### config.mk
export PLATFORM = sky130hd
export DESIGN_NAME = idls_front
export DESIGN_NICKNAME = d
export VERILOG_FILES = /design/src/rtl/core/implicit_diffusion_line_solver_macros.svh /design/src/rtl/core/idls_pkg.sv /design/src/rtl/core/idls_front.sv
export SDC_FILE = /design/constraint.sdc
export NUM_CORES = 1
export LEC_CHECK = 0
export ABC_AREA = 1
export ABC_CLOCK_PERIOD_IN_PS = 3000
export CAP_MARGIN = 20
export CORE_MARGIN = 4
export CORE_UTILIZATION = 33
export DETAILED_ROUTE_END_ITERATION = 6
export DONT_BUFFER_PORTS = 1
export SYNTH_ARGS = -nofsm -noshare
export SYNTH_HDL_FRONTEND = slang
export SYNTH_SLANG_ARGS = --single-unit
### constraint.sdc
create_clock -name clk -period 3 [get_ports clk]
set_input_delay 0 -clock clk [delete_from_list [all_inputs] [get_ports clk]]
set_output_delay 0 -clock clk [all_outputs]
set_load 0.01 [all_outputs]
### src/rtl/core/implicit_diffusion_line_solver_macros.svh
// Assertion macros for the line solver
`ifndef IMPLICIT_DIFFUSION_LINE_SOLVER_MACROS_SVH
`define IMPLICIT_DIFFUSION_LINE_SOLVER_MACROS_SVH
`ifndef SYNTHESIS
`define IDLS_ASSERT_IMPL(label, clk, rst_n, prop) \
	label: assert property (@(posedge clk) disable iff (!rst_n) prop) else $error("idls check failed");
`define IDLS_NEVER(label, clk, rst_n, cond) \
	label: assert property (@(posedge clk) disable iff (!rst_n) !(cond)) else $error("idls illegal state");
`else
`define IDLS_ASSERT_IMPL(label, clk, rst_n, prop)
`define IDLS_NEVER(label, clk, rst_n, cond)
`endif
`endif

### src/rtl/core/idls_pkg.sv
// ----------------------------------------------------------------------------
// idls_pkg
// Shared constants and types of the implicit diffusion line solver.
// ----------------------------------------------------------------------------
package idls_pkg;
	localparam int LINE_MAX_DEF = 64;
	localparam logic [1:0] REG_DIFF  = 2'd0;
	localparam logic [1:0] REG_DECAY = 2'd1;
	localparam logic [1:0] REG_LEN   = 2'd2;
	localparam logic [40:0] ONE_Q24 = 41'h1_000_000;

	// classified sample handed from front to back
	typedef struct packed {
		logic [31:0] density;
		logic        first;
		logic        close;
		logic        endv;
		logic        single;
	} item_t;
endpackage

### src/rtl/core/idls_front.sv
// ----------------------------------------------------------------------------
// idls_front
// Accepts samples, tracks the fill position, marks first, end and closing voxels,
// and queues them for the back end.
// ----------------------------------------------------------------------------
module idls_front #(
	parameter int LINE_MAX = idls_pkg::LINE_MAX_DEF
) (
	input  logic               clk,
	input  logic               arst_n,
	input  logic               in_valid,
	output logic               in_stall,
	input  logic [31:0]        density_in,
	input  logic [6:0]         line_length,
	output logic               q_valid,
	output idls_pkg::item_t    q_item,
	input  logic               q_take
);
	localparam int DEPTH = 2;
	localparam int CW = $clog2(LINE_MAX + 1);

	idls_pkg::item_t fifo_q [DEPTH];
	logic            wp_q, rp_q;
	logic [1:0]      cnt_q;
	logic [CW-1:0]   fill_q;
	logic [6:0]      len_c;
	logic [CW-1:0]   idx_c;
	logic            endv_c, close_c, acc;
	idls_pkg::item_t it_c;

	always_comb begin
		len_c = line_length;
		if (len_c == 7'd0) len_c = 7'd1;
		if (len_c > 7'(LINE_MAX)) len_c = 7'(LINE_MAX);
		idx_c = (fill_q >= CW'(LINE_MAX)) ? CW'(LINE_MAX - 1) : fill_q;
		close_c = (7'(idx_c) + 7'd1) >= len_c;
		endv_c = (idx_c == '0) || close_c;
		it_c.density = density_in;
		it_c.first = (idx_c == '0);
		it_c.close = close_c;
		it_c.endv = endv_c;
		// a one-cell line has no coupling term on its diagonal
		it_c.single = (len_c == 7'd1);
	end

	assign in_stall = (cnt_q == 2'(DEPTH));
	assign acc = in_valid && !in_stall;
	assign q_valid = (cnt_q != 2'd0);
	assign q_item = fifo_q[rp_q];

	always_ff @(posedge clk) begin
		if (acc) fifo_q[wp_q] <= it_c;
	end

	always_ff @(posedge clk or negedge arst_n) begin
		if (!arst_n) begin
			wp_q <= 1'b0;
			rp_q <= 1'b0;
			cnt_q <= 2'd0;
			fill_q <= '0;
		end else begin
			if (acc) begin
				wp_q <= ~wp_q;
				fill_q <= close_c ? '0 : idx_c + CW'(1);
			end
			if (q_take) rp_q <= ~rp_q;
			cnt_q <= cnt_q + 2'(acc) - 2'(q_take);
		end
	end
endmodule

After elaboration in Yosys (flattened, before gate mapping)
Memories as Yosys holds them, arrays and structs flattened.
Cells that the tools add are included.
{"block": "op_classes", "n_reduce_logical": 6, "div": 0, "mul": 0, "n_eq_ne": 2, "shifts": 0, "bitwise": 2, "n_mux": 6, "magnitude_cmp": 3, "n_addsub": 3}
{"op": "two-way mux 7 bit", "count": 4}
{"op": "logical NOT 7 bit", "count": 2}
{"op": "adder 7 x 1 -> 7 bit, second input constant", "count": 1}
{"op": "== test 7 x 1 -> 1 bit, second input constant", "count": 1}
{"op": "greater-or-equal comparator 7 bit", "count": 1}
{"op": "greater-or-equal comparator 7 bit, second input constant", "count": 1}
{"op": "greater-than comparator 7 bit, second input constant", "count": 1}
{"op": "adder 2 x 1 -> 2 bit", "count": 1}
{"op": "== test 2 bit, second input constant", "count": 1}
{"op": "two-way mux 1 bit", "count": 2}
{"op": "NOT 1 bit", "count": 2}
{"op": "nonzero test 2 bit", "count": 1}
{"op": "subtractor 2 x 1 -> 2 bit", "count": 1}
{"op": "logical AND 1 bit", "count": 1}
{"op": "logical NOT 1 bit", "count": 1}
{"op": "logical OR 1 bit", "count": 1}
{"block": "word_totals", "in_bits": 43, "memories": 1, "ramBits": 72, "output_inout_bits": 38, "latch_bits": 0, "romBits": 0, "ff_bits": 11, "elab_cells": 27}
{"name": "fifo_q", "depth": 2, "word_bits": 36, "rd": 1, "rd_ports_with_merged_regs": 0, "wr": 1, "line": "idls_front.sv:22", "source": "idls_pkg::item_t fifo_q [DEPTH];"}

Logic depth before layout (Yosys ltp)
Gate-level depths: netlist of run 1.
{"block": "depth", "ltp_word": 6, "depth_mapped": 18}

Worst setup path before layout of run 1
No wires, ideal clock.
{"block": "synth_path", "kind": "flip-flop to flip-flop", "startpoint": "register cnt_q[1]", "endpoint": "memory fifo_q[1][0] (netlist name) (enable)", "arrival_ps": 2289, "t_required_ps": 2569, "synth_period_minus_slack_ps": 2720, "path_stages_with_launch": 6, "setup_ps": 431, "n_path_buf": 0, "setup_slack_ps": 280, "cell_sequence": "dfrtp_1 inv_2 nor2_2 nor2_8 inv_2 nor2_1"}
{"block": "synth_between", "elab_chain_cells": 5}
{"element": "start: declaration", "line": "idls_front.sv:24", "source": "logic [1:0] cnt_q;"}
{"element": "start signal: assignment", "line": "idls_front.sv:67", "source": "cnt_q <= cnt_q + 2'(acc) - 2'(q_take);"}
{"element": "== test 2 bit", "line": "idls_front.sv:46", "source": "assign in_stall = (cnt_q == 2'(DEPTH));"}
{"element": "via in_stall", "line": "idls_front.sv:12", "source": "output logic in_stall,"}
{"element": "logical NOT 1 bit", "line": "idls_front.sv:47", "source": "assign acc = in_valid && !in_stall;"}
{"element": "logical AND 1 bit", "line": "idls_front.sv:47"}
{"element": "two-way mux 1 bit", "line": "idls_front.sv:52", "source": "if (acc) fifo_q[wp_q] <= it_c;"}
{"element": "two-way mux 1 bit (implied by the code)", "line": "idls_front.sv:52"}
{"element": "end: declaration", "line": "idls_front.sv:22"}
The timed path passes the listed nets, and every way through them passes these cells.

Worst setup path in the final report of run 1
{"block": "layout_path", "startpoint": "register fill_q[6]", "endpoint": "memory fifo_q[1][1] (netlist name) (data pin)"}
{"block": "layout_between", "elab_chain_cells": 5}
{"element": "start: declaration", "line": "idls_front.sv:25", "source": "logic [CW-1:0] fill_q;"}
{"element": "start signal: assignment", "line": "idls_front.sv:64", "source": "fill_q <= close_c ? '0 : idx_c + CW'(1);"}
{"element": "greater-or-equal comparator 7 bit", "line": "idls_front.sv:35", "source": "idx_c = (fill_q >= CW'(LINE_MAX)) ? CW'(LINE_MAX - 1) : fill_q;"}
{"element": "two-way mux 7 bit (*)", "line": "idls_front.sv:35"}
{"element": "adder 7 x 1 -> 7 bit (*)", "line": "idls_front.sv:36", "source": "close_c = (7'(idx_c) + 7'd1) >= len_c;"}
{"element": "greater-or-equal comparator 7 bit (*)", "line": "idls_front.sv:36"}
{"element": "via close_c", "line": "idls_front.sv:28", "source": "logic endv_c, close_c, acc;"}
{"element": "logical OR 1 bit (*)", "line": "idls_front.sv:37", "source": "endv_c = (idx_c == '0) || close_c;"}
{"element": "via endv_c", "line": "idls_front.sv:28"}
Mark *: on every way through the listed nets, which the timed path passes. The rest lies on a longest branch.

==> results of run 1 <==
==> registers in the layout (all words and copies together), names as in the netlist <==
name and flops:
fill_q 7, wp_q 1, rp_q 1, fifo_q 72
cnt_q 2
==> cell type report <==
class	count	area (µm²)	share of cell area [%]
timing repair buffer	38	373	8.72
tap	136	170	3.98
inverter	17	63.8	1.49
sequential	83	2440	57.0
clock inverter	5	38.8	0.907
clock buffer	11	131	3.07
multi-input combinational	135	1060	24.8
==> kinds of logic (layout without fill, tap and decap cells) <==
kind of cell / Yosys count / count (layout) / synth area share, %
AOI/OAI and AO/OA: 9 / 9 / 1.47
xor gates and xnor gates: 3 / 3 / 0.733
adders and majority gates: 11 / 11 / 3.84
buffers and inverters: 22 / 71 / 2.86
DFF: 83 / 83 / 68.0
muxes: 36 / 36 / 11.3
and+or+nand+nor: 76 / 76 / 11.8
==> cell usage in the layout, fill, tap and decap left out, types with 2 or more instances in the layout <==
cell / netlist / layout
nor2_4: 7 / 9
edfxtp_1: 72 / 72
nor3_1: 2 / 2
nand2_1: 35 / 35
clkinvlp_4: 0 / 4
inv_1: 11 / 11
nor2_2: 2 / 2
inv_2: 6 / 6
xor2_1: 2 / 2
nor2_1: 11 / 9
buf_4: 3 / 3
clkbuf_1: 0 / 2
o21ai_1: 3 / 3
nand3_1: 8 / 8
a21oi_1: 3 / 3
mux2_2: 36 / 36
dfrtp_1: 11 / 10
nor2_8: 2 / 2
dlygate4sd3_1: 0 / 35
ha_1: 11 / 11
nand2_2: 2 / 2
clkbuf_8: 0 / 9
==> per-stage QoR <==
step / instance area [µm²] / hold slack [ns] / cells / util, % / worst slack [ns]
global placement: 3750 / -0.295 / 374 / 35.9 / 0.409
global route: 4280 / 0.0154 / 425 / 40.9 / 0.158
floorplan: 3580 / -0.296 / 240 / - / 0.280
detailed placement: 3750 / -0.295 / 374 / 35.9 / 0.332
CTS: 4280 / 0.00692 / 425 / 40.9 / 0.334
finish: 4280 / 0.0371 / 425 / 40.9 / 0.336
==> worst paths after layout <==
path / cells after the start / from / endpoint / slack [ns]
worst max register to register: 14 / fill_q[6] / fifo_q[1][1] / 0.34
worst min register to register: 1 / cnt_q[0] / cnt_q[0] / 0.55
min in group asynchronous: 1 / arst_n / cnt_q[0] / 0.06
max in group asynchronous: 1 / arst_n / rp_q / 2.58
worst max-delay path: 14 / fill_q[6] / fifo_q[1][1] / 0.34
worst min-delay path: 2 / line_length[3] / fifo_q[0][0] / 0.04
==> Yosys cell counts (all sizes together) <==
cell,count,area [µm²]
nand3,8,40.0
edfxtp,72,2160
nor4,1,12.5
nand4,1,6.26
o21ai,5,28.8
nand3b,2,18.8
buf,5,38.8
nor2,22,173
or2,2,12.5
nand2,37,144
and3,1,6.26
a21oi,4,23.8
mux2,36,405
ha,11,138
nor3,2,10.0
dfrtp,11,275
inv,17,63.8
xor2,2,17.5
xnor2,1,8.76
==> power by group <==
group | internal [W] | switching (W) | total (W)
Combinational | 0.000461 | 0.000645 | 0.00111
Clock | 0.000304 | 0.000392 | 0.000696
Sequential | 0.00160 | 0.000188 | 0.00178
==> worst register-to-register path, cell delays in order (launching register included) <==
cell and delay [ns]:
dfrtp_1 0.61, nor2_4 0.08, inv_1 0.12, ha_1 0.17
inv_1 0.06, nor2_4 0.12, nand2_2 0.09, nand2_1 0.09
inv_2 0.04, ha_1 0.31, nand2_1 0.07, nand2_1 0.06
a21oi_2 0.15, nand3b_2 0.18, or2_1 0.28
==> metal layers <==
metal | vias to the layer above | track usage, %
met1 | 970 | 14.1
li1 | 947 | -
met2 | 70 | 17.8
met3 | 6 | 4.53
met4 | 0 | 3.37
met5 | - | 0
==> flow_metrics.tcl, run 1 <==
set metrics [dict create \
    status "finished, final reports clean" \
    period_minus_slack_ns 2.66 \
    cp_max_fo 7 \
    clkSinkCount 83 \
    required_ns 3.10 \
    startpoint_type "flip-flop" \
    relSlewSlack_pct 43.0 \
    cp.arrival_ns 2.77 \
    setup_viol 0 \
    ys_warn_count 0 \
    nets 338 \
    cpMaxStageDelayCell "dfrtp_1" \
    post-route-period-util_pct 88.8 \
    fp-row-count 37 \
    grt_pass1_vias 2067 \
    finalHoldViolations 0 \
    cts_setup_buffers 0 \
    coreArea_um2 10500 \
    hold_buffers 35 \
    drive_above_1_share_pct 27.7 \
    worst_pin_slew_ns 0.855 \
    fp.dieArea_um2 12600 \
    routed.top_layer "met4" \
    postRouteAntennaNets 0 \
    m1WireLength_um 3000 \
    firstDrtPassIters 5 \
    crit_type "reg -> reg" \
    clk_path_buf_depth 2 \
    dp_hpwl_um 4530 \
    slew_violations 0 \
    htreeDepth 3 \
    fillerInstances 983 \
    netlist_instances 240 \
    end_kind "flip-flop" \
    ys_seq_area_share_pct 68.0 \
    synth_cell_type_count 31 \
    critPathTopFamily "simple AND/OR/NAND/NOR gates" \
    cts.reportedPaths.clkPinSlew_ns 0.09 \
    cpMostUsedCell "nand2_1" \
    drt_iter0_markers 73 \
    hold_path_class "in -> reg" \
    met2_length_um 3190 \
    peakVddDrop_v 0.000439 \
    cts-resized-gates 0 \
    diodes 0 \
    clock-root-buffer "clkbuf_8" \
    wire_per_inst_um 15.8 \
    die_w_um 112 \
    fin_total_pwr_w 0.00359 \
    worst_path_largest_cell_delay_ns 0.61 \
    synth_nets 294 \
    path_buf_inv 3 \
    overflow 0 \
    rsz0062_at_grt "false" \
    synth-seq-cells 83 \
    num_vias 1993 \
    avgSynthCellArea_um2 14.9 \
    grt_use_total_pct 11.2 \
    ios 81 \
    wl_met3_um 447 \
    portBuffers 0 \
    crit_chain "nor2_4 > inv_1 > ha_1 > inv_1 > nor2_4 > nand2_2 > nand2_1 > inv_2 > ha_1 > nand2_1 > nand2_1 > a21oi_2 > nand3b_2 > or2_1" \
    grt_max_degree 38 \
    syn-cell-area_um2 3580 \
    viasPerCell 4.69 \
    routed_wl_um 6710 \
    start_util_pct 34.3 \
    cts_buffers 9 \
    cts_tree "built" \
    maxCapViolCount 0 \
    place.gp.congestion 0.861 \
    tns_ns 0 \
    die_h_um 112 \
    power_density_nw_per_um2 839 \
    max_freq_ghz 0.375 \
    skew_ns 0.00843 \
    leakagePower_nw 1.59 \
    clk_latency_ns 0.35 \
    antenna_found_initial 0 \
    drc_errors 0 \
    grt_pass1_wl_um 10900 \
    synthToLayoutAreaGrowth_pct 19.3 \
]
No activity file was read; power rests on OpenSTA's default activity.
==> inputs of run 2 (changes only) <==
RECOVER_POWER = 100   (was not set)
==> run 2 against run 1 <==
The run now ends with max-capacitance violations, max-slew violations left. Cell area is 0.56% lower. Register-to-register slack worse by 0.07 ns. Hold slack worse by 0.0037 ns. Clock skew is 0.00069 ns lower. Largest cell class unchanged.
==> flow_metrics.tcl, run 2 (synthesized netlist as in run 1, its figures left out) <==
set metrics [dict create \
    cpMaxStageDelayCell "dfrtp_1" \
    period_minus_slack_ns 2.73 \
    final_common_cell "edfxtp_1" \
    routed.top_layer "met4" \
    synthToLayoutAreaGrowth_pct 18.6 \
    wire_per_inst_um 15.9 \
    end_kind "flip-flop" \
    worst_pin_slew_ns 1.65 \
    required_ns 3.10 \
    postRouteAntennaNets 0 \
    diodes 0 \
    cts-resized-gates 0 \
    drc_errors 0 \
    cpMostUsedCell "nand2_1" \
    wl_met3_um 520 \
    start_util_pct 34.3 \
    cp.arrival_ns 2.83 \
    startpoint_type "flip-flop" \
    cts_buffers 9 \
    fp.dieArea_um2 12600 \
    coreArea_um2 10500 \
    hold_buffers 35 \
    finalWorstSetupSlack_ns 0.270 \
    rsz0062_at_grt "false" \
    grt_pass1_wl_um 10900 \
    grt_pass1_vias 2067 \
    cts_tree "built" \
    max_freq_ghz 0.366 \
    status "finished with violations" \
    hold_depth 2 \
    top_register "fifo_q" \
    drt_iter0_markers 76 \
    reg_top3 "fifo_q (72), fill_q (7), cnt_q (2)" \
    skew_ns 0.00773 \
    peakVddDrop_v 0.000440 \
    ios 81 \
    clk_path_buf_depth 2 \
    crit_chain "nor2_4 > inv_1 > ha_1 > inv_1 > nor2_4 > nand2_2 > nand2_1 > inv_2 > ha_1 > nand2_1 > nand2_1 > a21oi_1 > nand3b_2 > or2_0" \
    finalHoldViolations 0 \
    dp_worst_setup_slack_ns 0.332 \
    crit_type "reg -> reg" \
    clk_latency_ns 0.35 \
    rr_worst_depth 14 \
    slew_violations 38 \
    dp_hpwl_um 4530 \
    met2_length_um 3200 \
    drive_above_1_share_pct 12.8 \
    path_buf_inv 3 \
    nets 338 \
    grt_max_degree 38 \
    cp_max_fo 7 \
    die_h_um 112 \
    m1WireLength_um 2990 \
    cts.reportedPaths.clkPinSlew_ns 0.09 \
    largest_reg_flops 72 \
    post-route-period-util_pct 91.0 \
    htreeDepth 3 \
    relSlewSlack_pct -10.3 \
    worst_path_largest_cell_delay_ns 0.61 \
    hold_path_class "in -> reg" \
    final_cell_mix "edfxtp_1 (72), mux2_1 (36), nand2_1 (35), dlygate4sd3_1 (35), inv_1 (13)" \
    firstDrtPassIters 4 \
    fp-row-count 37 \
    tns_ns 0 \
    leakagePower_nw 1.59 \
    antenna_found_initial 0 \
    die_w_um 112 \
    critPathTopFamily "simple AND/OR/NAND/NOR gates" \
    critical_path_depth 14 \
    clkSinkCount 83 \
    routed_wl_um 6770 \
    maxCapViolCount 1 \
    overflow 0 \
    viasPerCell 4.68 \
    clock-root-buffer "clkbuf_8" \
    grt_use_total_pct 11.2 \
    cts_setup_buffers 0 \
    portBuffers 0 \
    place.gp.congestion 0.861 \
    violations "max-capacitance violations, max-slew violations" \
    power_density_nw_per_um2 824 \
    num_vias 1990 \
    setup_viol 0 \
]
[run 2: worst paths after layout]
path | startpoint | to | slack (ns)
worst max-delay path | fill_q[6] | fifo_q[1][1] | 0.27
min in group asynchronous | arst_n | cnt_q[0] | 0.06
worst max register to register | fill_q[6] | fifo_q[1][1] | 0.27
worst min register to register | cnt_q[0] | cnt_q[0] | 0.54
max in group asynchronous | arst_n | fill_q[0] | 2.61
worst min-delay path | line_length[3] | fifo_q[0][0] | 0.03
[run 2: worst reg2reg max path: cells and delay by family, from the launching register on]
family                   cells  cell delay (ns)
AND/OR/NAND/NOR              8             0.98
AO/OA/AOI/OAI                1             0.20
adder cells (fa/ha/maj)      2             0.48
flip-flops                   1             0.61
buffers and inverters        3             0.22
[run 2: cell type report]
class,count,area (µm²)
Inverter,17,63.8
Timing Repair Buffer,38,370
Sequential cell,83,2440
Tap cell,136,170
Fill cell,983,6210
Clock buffer,11,131
Multi-Input combinational cell,135,1040
Clock inverter,5,38.8
[run 2: per-stage QoR]
| stage | instance area [µm²] | hold slack, ns | utilization, % | instances | total power (W) |
|---|---|---|---|---|---|
| after floorplan | 3580 | -0.296 | - | 240 | 0.00265 |
| after global placement | 3750 | -0.295 | 35.9 | 374 | 0.00289 |
| after detailed placement | 3750 | -0.295 | 35.9 | 374 | 0.00291 |
| after CTS | 4280 | 0.00692 | 40.9 | 425 | 0.00367 |
| after global routing | 4250 | 0.0154 | 40.6 | 425 | 0.00375 |
| final | 4250 | 0.0335 | 40.6 | 425 | 0.00350 |
[run 2: layer usage]
| layer | GRT usage [%] | vias to the layer above |
|---|---|---|
| met5 | 0 | - |
| met4 | 3.37 | 0 |
| met3 | 4.53 | 5 |
| met2 | 17.8 | 72 |
| met1 | 14.1 | 970 |
| li1 | - | 943 |
[run 2: power breakdown]
group          total (W)  switching (W)  internal (W)
logic            0.00102       0.000635      0.000380
clock network   0.000698       0.000394      0.000304
registers        0.00179       0.000191       0.00160
==> inputs of run 3 (changes only) <==
ABC_CLOCK_PERIOD_IN_PS = 2330   (was 3000)
clock period = 2.33 ns   (was 3 ns; I/O delays follow)
==> run 3 against run 2 <==
The run now ends clean. Clock skew shrank 0.00084 ns. Final cell count up 1.6%. Critical path depth up 1. Power up 35%. First-iteration DRC count grew 66%. Sequential power rose by 21%. Non-clock buffer count rose by 7. Largest cell class unchanged. Largest power group unchanged. Highest routed layer unchanged.
==> flow_metrics.tcl, run 3 (synthesized netlist as in run 1, its figures left out) <==
set metrics [dict create \
    cts_tree "built" \
    max_freq_ghz 0.456 \
    required_ns 2.43 \
    fp-row-count 37 \
    num_vias 1994 \
    dp_hpwl_um 4530 \
    leakagePower_nw 1.65 \
    whs_ns 0.0291 \
    top_register "fifo_q" \
    p_comb_share_pct 33.6 \
    final_cell_mix "edfxtp_1 (72), dlygate4sd3_1 (36), mux2_1 (35), nand2_1 (32), nor2_1 (10)" \
    cp_max_fo 3 \
    diodes 0 \
    die_w_um 112 \
    grt_use_total_pct 10.9 \
    postRouteAntennaNets 0 \
    grt_pass1_wl_um 10700 \
    maxCapViolCount 0 \
    htreeDepth 3 \
    ios 81 \
    fp.dieArea_um2 12600 \
    rr_worst_depth 15 \
    routed.top_layer "met4" \
    largest_reg_flops 72 \
    cp.arrival_ns 2.29 \
    slew_violations 0 \
    drc_errors 0 \
    final_cells 432 \
    worst_path_largest_cell_delay_ns 0.47 \
    clkSinkCount 83 \
    end_kind "flip-flop" \
    m1WireLength_um 3020 \
    coreArea_um2 10500 \
    status "finished, final reports clean" \
    antenna_found_initial 0 \
    grt_pass1_vias 2041 \
    place.gp.congestion 0.870 \
    final_common_cell "edfxtp_1" \
    skew_ns 0.00690 \
    wire_per_inst_um 15.7 \
    fin_util_pct 42.4 \
    hold_depth 2 \
    crit_type "reg -> reg" \
    power.share.switching_pct 35.3 \
    peakVddDrop_v 0.000442 \
    regArea_um2 2440 \
    firstDrtPassIters 4 \
    hold_path_class "in -> reg" \
    clock-root-buffer "clkbuf_8" \
    wl_met3_um 486 \
    drive_above_1_share_pct 20.9 \
    setup_viol 0 \
    clkPwrFrac_pct 20.6 \
    worst_pin_slew_ns 0.988 \
    clk_path_buf_depth 2 \
    cts.reportedPaths.clkPinSlew_ns 0.09 \
    synthToLayoutAreaGrowth_pct 23.7 \
    internal_power_w 0.00307 \
    post-route-period-util_pct 94.2 \
    p_sw_w 0.00167 \
    multiInputGateArea_um2 1120 \
    relSlewSlack_pct 34.2 \
    portBuffers 0 \
    power_density_nw_per_um2 1070 \
    cpMaxStageDelayCell "dfrtp_2" \
    viasPerCell 4.62 \
    reg_top3 "fifo_q (72), fill_q (7), cnt_q (2)" \
    start_util_pct 34.3 \
    tns_ns 0 \
    placed_cells 379 \
    cts_buffers 9 \
    fillerInstances 971 \
    startpoint_type "flip-flop" \
    crit_chain "nor2_4 > inv_2 > ha_4 > inv_2 > nor2_4 > nand2_1 > nand2_1 > nand2_1 > inv_2 > ha_4 > nand2_2 > nand2_2 > a21oi_4 > nand3b_4 > or2_0" \
    met2_length_um 3180 \
    finalHoldViolations 0 \
    die_h_um 112 \
    clk_latency_ns 0.35 \
    routed_wl_um 6760 \
    sequentialPowerShare_pct 45.8 \
    overflow 0 \
    period_minus_slack_ns 2.20 \
    nets 345 \
    drt_iter0_markers 126 \
    grt_max_degree 37 \
]
==> run 3: cell types whose count changed in the layout (fill, tap and decap cells not counted), moves of 3 or more <==
cell     previous run  this run
nand2_1            35        32
nand2_2             2         5
inv_2               4         8
buf_4               1         4
ha_4                0         3
inv_1              13         9
ha_1               11         8
==> run 3: area by class of cell <==
| type | count | area share, % |
|---|---|---|
| Inverter | 17 | 1.44 |
| Sequential cell | 83 | 55.0 |
| Clock buffer | 9 | 2.79 |
| Clock inverter | 7 | 1.55 |
| Tap cell | 136 | 3.84 |
| Timing Repair Buffer | 45 | 10.2 |
| Multi-Input combinational cell | 135 | 25.2 |
==> run 3: final timing paths <==
kind / start / endpoint / slack [ns]
min in group asynchronous: arst_n / cnt_q[0] / 0.05
worst min register to register: rp_q / rp_q / 0.47
max in group asynchronous: arst_n / fill_q[6] / 1.91
worst min-delay path: line_length[2] / fifo_q[1][0] / 0.03
worst max register to register: fill_q[6] / fifo_q[1][1] / 0.13
worst max-delay path: fill_q[6] / fifo_q[1][1] / 0.13
==> run 3: what timing repair did <==
action,in CTS,in global routing
buffers inserted,0,1
hold buffers,35,1
endpoints found under the setup margin,0,9
gates resized for setup,0,15
hold endpoints to repair,80,2
==> run 3: layer usage <==
layer,GRT usage [%],vias to the layer above
met3,4.37,6
met4,3.85,0
met5,0,-
met1,14.1,964
li1,-,958
met2,16.7,66
==> run 3: power groups by stage <==
stage / logic (W) / clock network (W) / registers (W)
floorplan: 0.00125 / 0 / 0.00218
global placement: 0.00162 / 0 / 0.00220
detailed placement: 0.00164 / 0 / 0.00221
CTS: 0.00170 / 0.00102 / 0.00218
global route: 0.00177 / 0.00110 / 0.00220
finish: 0.00159 / 0.000978 / 0.00217
==> run 3: worst max-delay path, delay by kind of cell, from the launching register on <==
| family | cells | cell delay, ns |
|---|---|---|
| AOI/OAI and AO/OA | 1 | 0.16 |
| DFF | 1 | 0.47 |
| adders and majority gates | 2 | 0.40 |
| buffers and inverters | 3 | 0.17 |
| and+or+nand+nor | 9 | 0.75 |
==> run 3: per-stage QoR <==
step           worst slack (ns)  power (W)  area [µm²]
2_1_floorplan           0.00823    0.00343        3620
3_3_place_gp             0.0955    0.00382        3850
3_5_place_dp             0.0589    0.00385        3850
4_1_cts                  0.0352    0.00490        4390
5_1_grt                -0.00989    0.00508        4430
6_report                  0.135    0.00474        4430
